[src/hw/rtl/dupf_pkg.sv]
// Shared types and constants of the per-user duplicate identifier filter.
// Used by the controller, the datapath and the top level. No dependencies.
package dupf_pkg;

  localparam int ID_W     = 32;
  localparam int ACTION_W = 2;
  localparam int USER_W   = 4;

  localparam logic [ACTION_W-1:0] ACT_CLEAR  = 2'd0;
  localparam logic [ACTION_W-1:0] ACT_CHECK  = 2'd1;
  localparam logic [ACTION_W-1:0] ACT_RECORD = 2'd2;

  typedef struct packed {
    logic load_in;
    logic init_wr;
    logic row_rd;
    logic row_wr;
    logic cmp_en;
    logic out_load;
  } dupf_cmd_t;

  typedef struct packed {
    logic init_last;
    logic out_free;
  } dupf_status_t;

endpackage

[src/hw/rtl/dupf_ctrl.sv]
// Controller state machine of the duplicate identifier filter.
// Depends on dupf_pkg for the command and status structures.
module dupf_ctrl
  import dupf_pkg::*;
(
  input  logic         clk,
  input  logic         rst_n,
  input  logic         in_valid,
  output logic         in_ready,
  input  dupf_status_t status,
  output dupf_cmd_t    cmd
);

  typedef enum logic [2:0] {
    S_INIT,
    S_IDLE,
    S_READ,
    S_CMP,
    S_DONE
  } state_t;

  state_t state_r;
  state_t state_nxt;

  always_comb begin
    state_nxt    = state_r;
    cmd          = '0;
    in_ready     = 1'b0;
    case (state_r)
      S_INIT: begin
        cmd.init_wr = 1'b1;
        if (status.init_last) begin
          state_nxt = S_IDLE;
        end
      end
      S_IDLE: begin
        in_ready    = 1'b1;
        cmd.load_in = in_valid;
        if (in_valid) begin
          state_nxt = S_READ;
        end
      end
      S_READ: begin
        cmd.row_rd = 1'b1;
        state_nxt  = S_CMP;
      end
      S_CMP: begin
        cmd.cmp_en = 1'b1;
        cmd.row_wr = 1'b1;
        state_nxt  = S_DONE;
      end
      S_DONE: begin
        if (status.out_free) begin
          cmd.out_load = 1'b1;
          state_nxt    = S_IDLE;
        end
      end
      default: begin
        state_nxt = S_IDLE;
      end
    endcase
  end

  always_ff @(posedge clk) begin
    if (!rst_n) begin
      state_r <= S_INIT;
    end else begin
      state_r <= state_nxt;
    end
  end

endmodule

[config.mk]
export PLATFORM = sky130hd
export DESIGN_NAME = dupf_ctrl
export DESIGN_NICKNAME = d
export VERILOG_FILES = /design/src/hw/rtl/dupf_pkg.sv /design/src/hw/rtl/dupf_ctrl.sv
export SDC_FILE = /design/constraint.sdc
export NUM_CORES = 1
export LEC_CHECK = 0
export BUFFER_PORTS_ARGS = -buffer_cell sky130_fd_sc_hd__buf_4
export CAP_MARGIN = 10
export CORE_AREA = 2 2 39 41
export CTS_BUF_LIST = sky130_fd_sc_hd__clkbuf_8
export DETAILED_ROUTE_END_ITERATION = 8
export DIE_AREA = 0 0 41 43
export GPL_TIMING_DRIVEN = 1
export PLACE_DENSITY = 0.46
export SETUP_SLACK_MARGIN = 0.3
export SLEW_MARGIN = 10
export SYNTH_ARGS = -nofsm -noshare
export SYNTH_HDL_FRONTEND = slang
export SYNTH_SLANG_ARGS = --single-unit
[constraint.sdc]
create_clock -name clk -period 2.06 [get_ports clk]
set_input_delay 0.206 -clock clk [delete_from_list [all_inputs] [get_ports clk]]
set_output_delay 0.206 -clock clk [all_outputs]
set_load 0.01 [all_outputs]
# Yosys cells after proc, flatten, opt, wreduce, memory -nomap -nowiden
# Cells that the tools add are included.
[op_classes]
n_mux = 11
n_reduce_logical = 2
n_eq_ne = 7
[ops]
columns = ["op", "count"]
rows = [
  ["3-bit one-hot mux with 5 select lines", 1],
  ["3-bit two-way mux", 3],
  ["3-bit by 2-bit equality test with 1-bit output, second input constant", 2],
  ["1-bit two-way mux", 6],
  ["2-bit != test, second input constant", 3],
  ["3-bit by 1-bit equality test with 1-bit output, second input constant", 1],
  ["3-bit equality test, second input constant", 1],
  ["3-bit logical NOT", 1],
  ["3-bit AND reduction", 1],
  ["2-bit two-way mux", 1],
]
[word_totals]
output_inout_bits = 7
register_bits = 3
in_bits = 5
elab_cells = 21

# Depth between registers and ports, before layout
[logic_depth]
depth_word = 3
depth_mapped = 2
ltp_nobuf = 2

# Worst setup path before layout
# No wires, ideal clock.
[synth_path]
kind = "reg2reg"
startpoint = "reg state_r[2]"
endpoint = "reg state_r[0]"
slack_ns = 1.031
path_buffers = 0
setup_time_ns = 0.119
period_less_slack_ns = 1.029
t_required_ns = 1.941
arrival_ns = 0.910
stages_incl_launch_ff = 3
cell_sequence = "dfxtp_1 > mux2_4 > o221a_1"
[synth_between]
elab_chain_cells = 3
word_cells_on_any_way = 10
classes_between = "7 x eq/ne; 1 x mux; 2 x reduce/logical"
[synth_lines]
columns = ["element", "line_no", "text"]
rows = [
  ["start: declaration", "dupf_ctrl.sv:22", "state_t state_r;"],
  ["start signal: assignment", "dupf_ctrl.sv:68", "state_r <= state_nxt;"],
  ["3-bit equality test (tied with other cells)", "dupf_ctrl.sv:29", "case (state_r)"],
  ["2-bit != test (no line)", "--", ""],
  ["3-bit AND reduction (no line)", "--", ""],
]
# Parallel ways exist; a longest one is shown, timed or not.
# A chain may end at the register's enable or synchronous reset.

==> results.ini <==
[yosys]
synth_cell_types=13
syn_nets=24
synth-xor-area-share=0
synthCells=19
synth_area_um2=180
synth_compound_area_frac=0.146
ys_seq_area_frac=0.333
synth_top_family_by_area=simple AND/OR/NAND/NOR gates
synth.mux.area_fraction=0.0833
ys_warn_count=0
syn_area_per_cell_um2=9.48
synthAdderAreaFrac=0
ys_ff_latch=3
yosys.area_share.simple=0.396

[worst_setup_path]
worstPathRequired_ps=1850
worstSetupEndpointType=primary output
criticalPathCategory=register to primary output
cp_top_family=simple AND/OR/NAND/NOR gates
cp_cell_sequence=or2_2 > nor2_1 > buf_4
crit_arrival_ps=1120
cp_num_buf_inv=1
worstPathMaxFanout=7
worst_path_max_delay_cell=dfxtp_1
start_kind=register
slowest_delay_ps=340

[global_routing]
grt_max_degree=9
grt.overflow.total=0
grt.total_usage=0.0693
grt_pass1_vias=174
grt_antenna_before_repair=0
grt_pass1_wl_um=731

[clock_network]
postCtsResizedCells=0
cts_made_buffers=3
clk_latency_ps=210
clk_pin_slew_ps=30
hold_buffers=0
h-tree-depth=1
clockBufferDepth=2
clock-sinks=3
cts_tree=done
post_cts_buffers=0
cts_root_buffer=clkbuf_8

[power_and_ir_drop]
swShare=0.217
p_int_w=0.000216
power.total_w=0.000276
powerDensity_mw_per_mm2=861
ir_drop_mv=0.220
comb_power_share=0.165
power_switching_w=0.0000598
p_leak_nw=0.152
pwr-share-seq=0.245
pwr-share-clk=0.590

[floorplanning]
die_h_um=43
initial_core_util=0.130
rows=14
fp.coreArea_mm2=0.00138
die_x_um=41
io_pins=12
die_area_mm2=0.00176

[placement]
dpl.hpwl_um=365
place.gp.congestion=0.659
io_buffers=11
placed_cell_area_um2=275

[layout]
final-seq-area_um2=60.1
n_fill_cell=159
final_common_cell=buf_4
fin_area_um2=320
top_register=state_r
drive_gt1_frac=0.545
fin_nets=39
layout_common_cells=11 x buf_4, 4 x nor2_1, 3 x clkbuf_8, 3 x dfxtp_1, 2 x o21a_1
multi_input_area_um2=113
area_growth_syn_to_layout_pct=77.8
largest_reg_flops=3
fin_util=0.231
top_regs=state_r: 3 flops
antenna_cells=0

[detailed_routing]
drtIter0Drc=2
viasPerCell=3.92
drc=0
drt_first_pass_iters=2
vias=192
finalWirelength_um=491
ant_nets=0
wire_per_inst_um=10.0

[status]
outcome=complete, no violations

[timing]
skew_ps=3.18
finalCriticalPeriod_ps=1320
fmaxAchievable_mhz=757
rsz0062_at_grt=false
finalSetupViolCount=0
post-route-period-util=0.641
timing.slew.headroom=0.833
slew_violations=0
tightest_slew_ps=248
timing.setup.tns_ps=0
hold_violations=0

[hold_path]
hold_class=input port to register

[job]
maxCapViolations=0

## synth_stat cells
master / n / area (um^2)
and3b_2: 1 / 10.0
and4bb_2: 1 / 12.5
buf_4: 1 / 7.51
dfxtp_1: 3 / 60.1
mux2_4: 1 / 15.0
nand2_1: 1 / 3.75
nor2_1: 4 / 15.0
nor3b_1: 1 / 7.51
nor4b_1: 1 / 8.76
o21a_1: 2 / 15.0
o221a_1: 1 / 11.3
or2_2: 1 / 6.26
or2b_1: 1 / 7.51
## final timing paths
path	from	end	slack (ps)	cells after the start
setup / recovery	state_r[1]	cmd[0]	740	3
hold / removal	rst_n	state_r[2]	220	2
setup reg to reg	state_r[2]	state_r[0]	960	2
hold reg to reg	state_r[0]	state_r[2]	660	2
## layer usage
layer  up-vias  track usage  share of wire
li1         97            -              -
met1        81       0.0677           0.48
met2        12       0.0844           0.35
met3         2       0.0628           0.15
met4         0       0.0600          0.012
met5         -            0              0
## cell families after synthesis
family	after synthesis
AOI/OAI and AO/OA	3
buffers and inverters	1
DFF	3
muxes	1
and+or+nand+nor	11
## power by group through the flow
stage	registers [W]	clock network (W)	logic, W
after floorplan	0.0000670	0	0.0000235
after global placement	0.0000684	0	0.0000470
after detailed placement	0.0000683	0	0.0000459
after CTS	0.0000675	0.000169	0.0000463
after global routing	0.0000683	0.000174	0.0000505
final	0.0000677	0.000163	0.0000454
## final cells by class
cell class              count  area share
clock buffers               3       0.129
well taps                  16      0.0625
clock inverters             1      0.0117
multi-input cells          15       0.352
flip-flops and latches      3       0.188
repair buffers             11       0.258
## per-stage QoR
| stage | std cells | setup slack (ps) | hold WS (ps) |
|---|---|---|---|
| final | 49 | 739 | 225 |
| after global routing | 49 | 688 | 227 |
| after CTS | 49 | 731 | 222 |
| after detailed placement | 45 | 960 | 445 |
| after global placement | 45 | 942 | 452 |
| after floorplan | 19 | 1030 | 324 |
## worst register-to-register path, cell delays in order, from the launching register on
cell	delay (ps)
dfxtp_1	440
mux2_4	330
o221a_1	220
(Power assumes the default switching activity.)
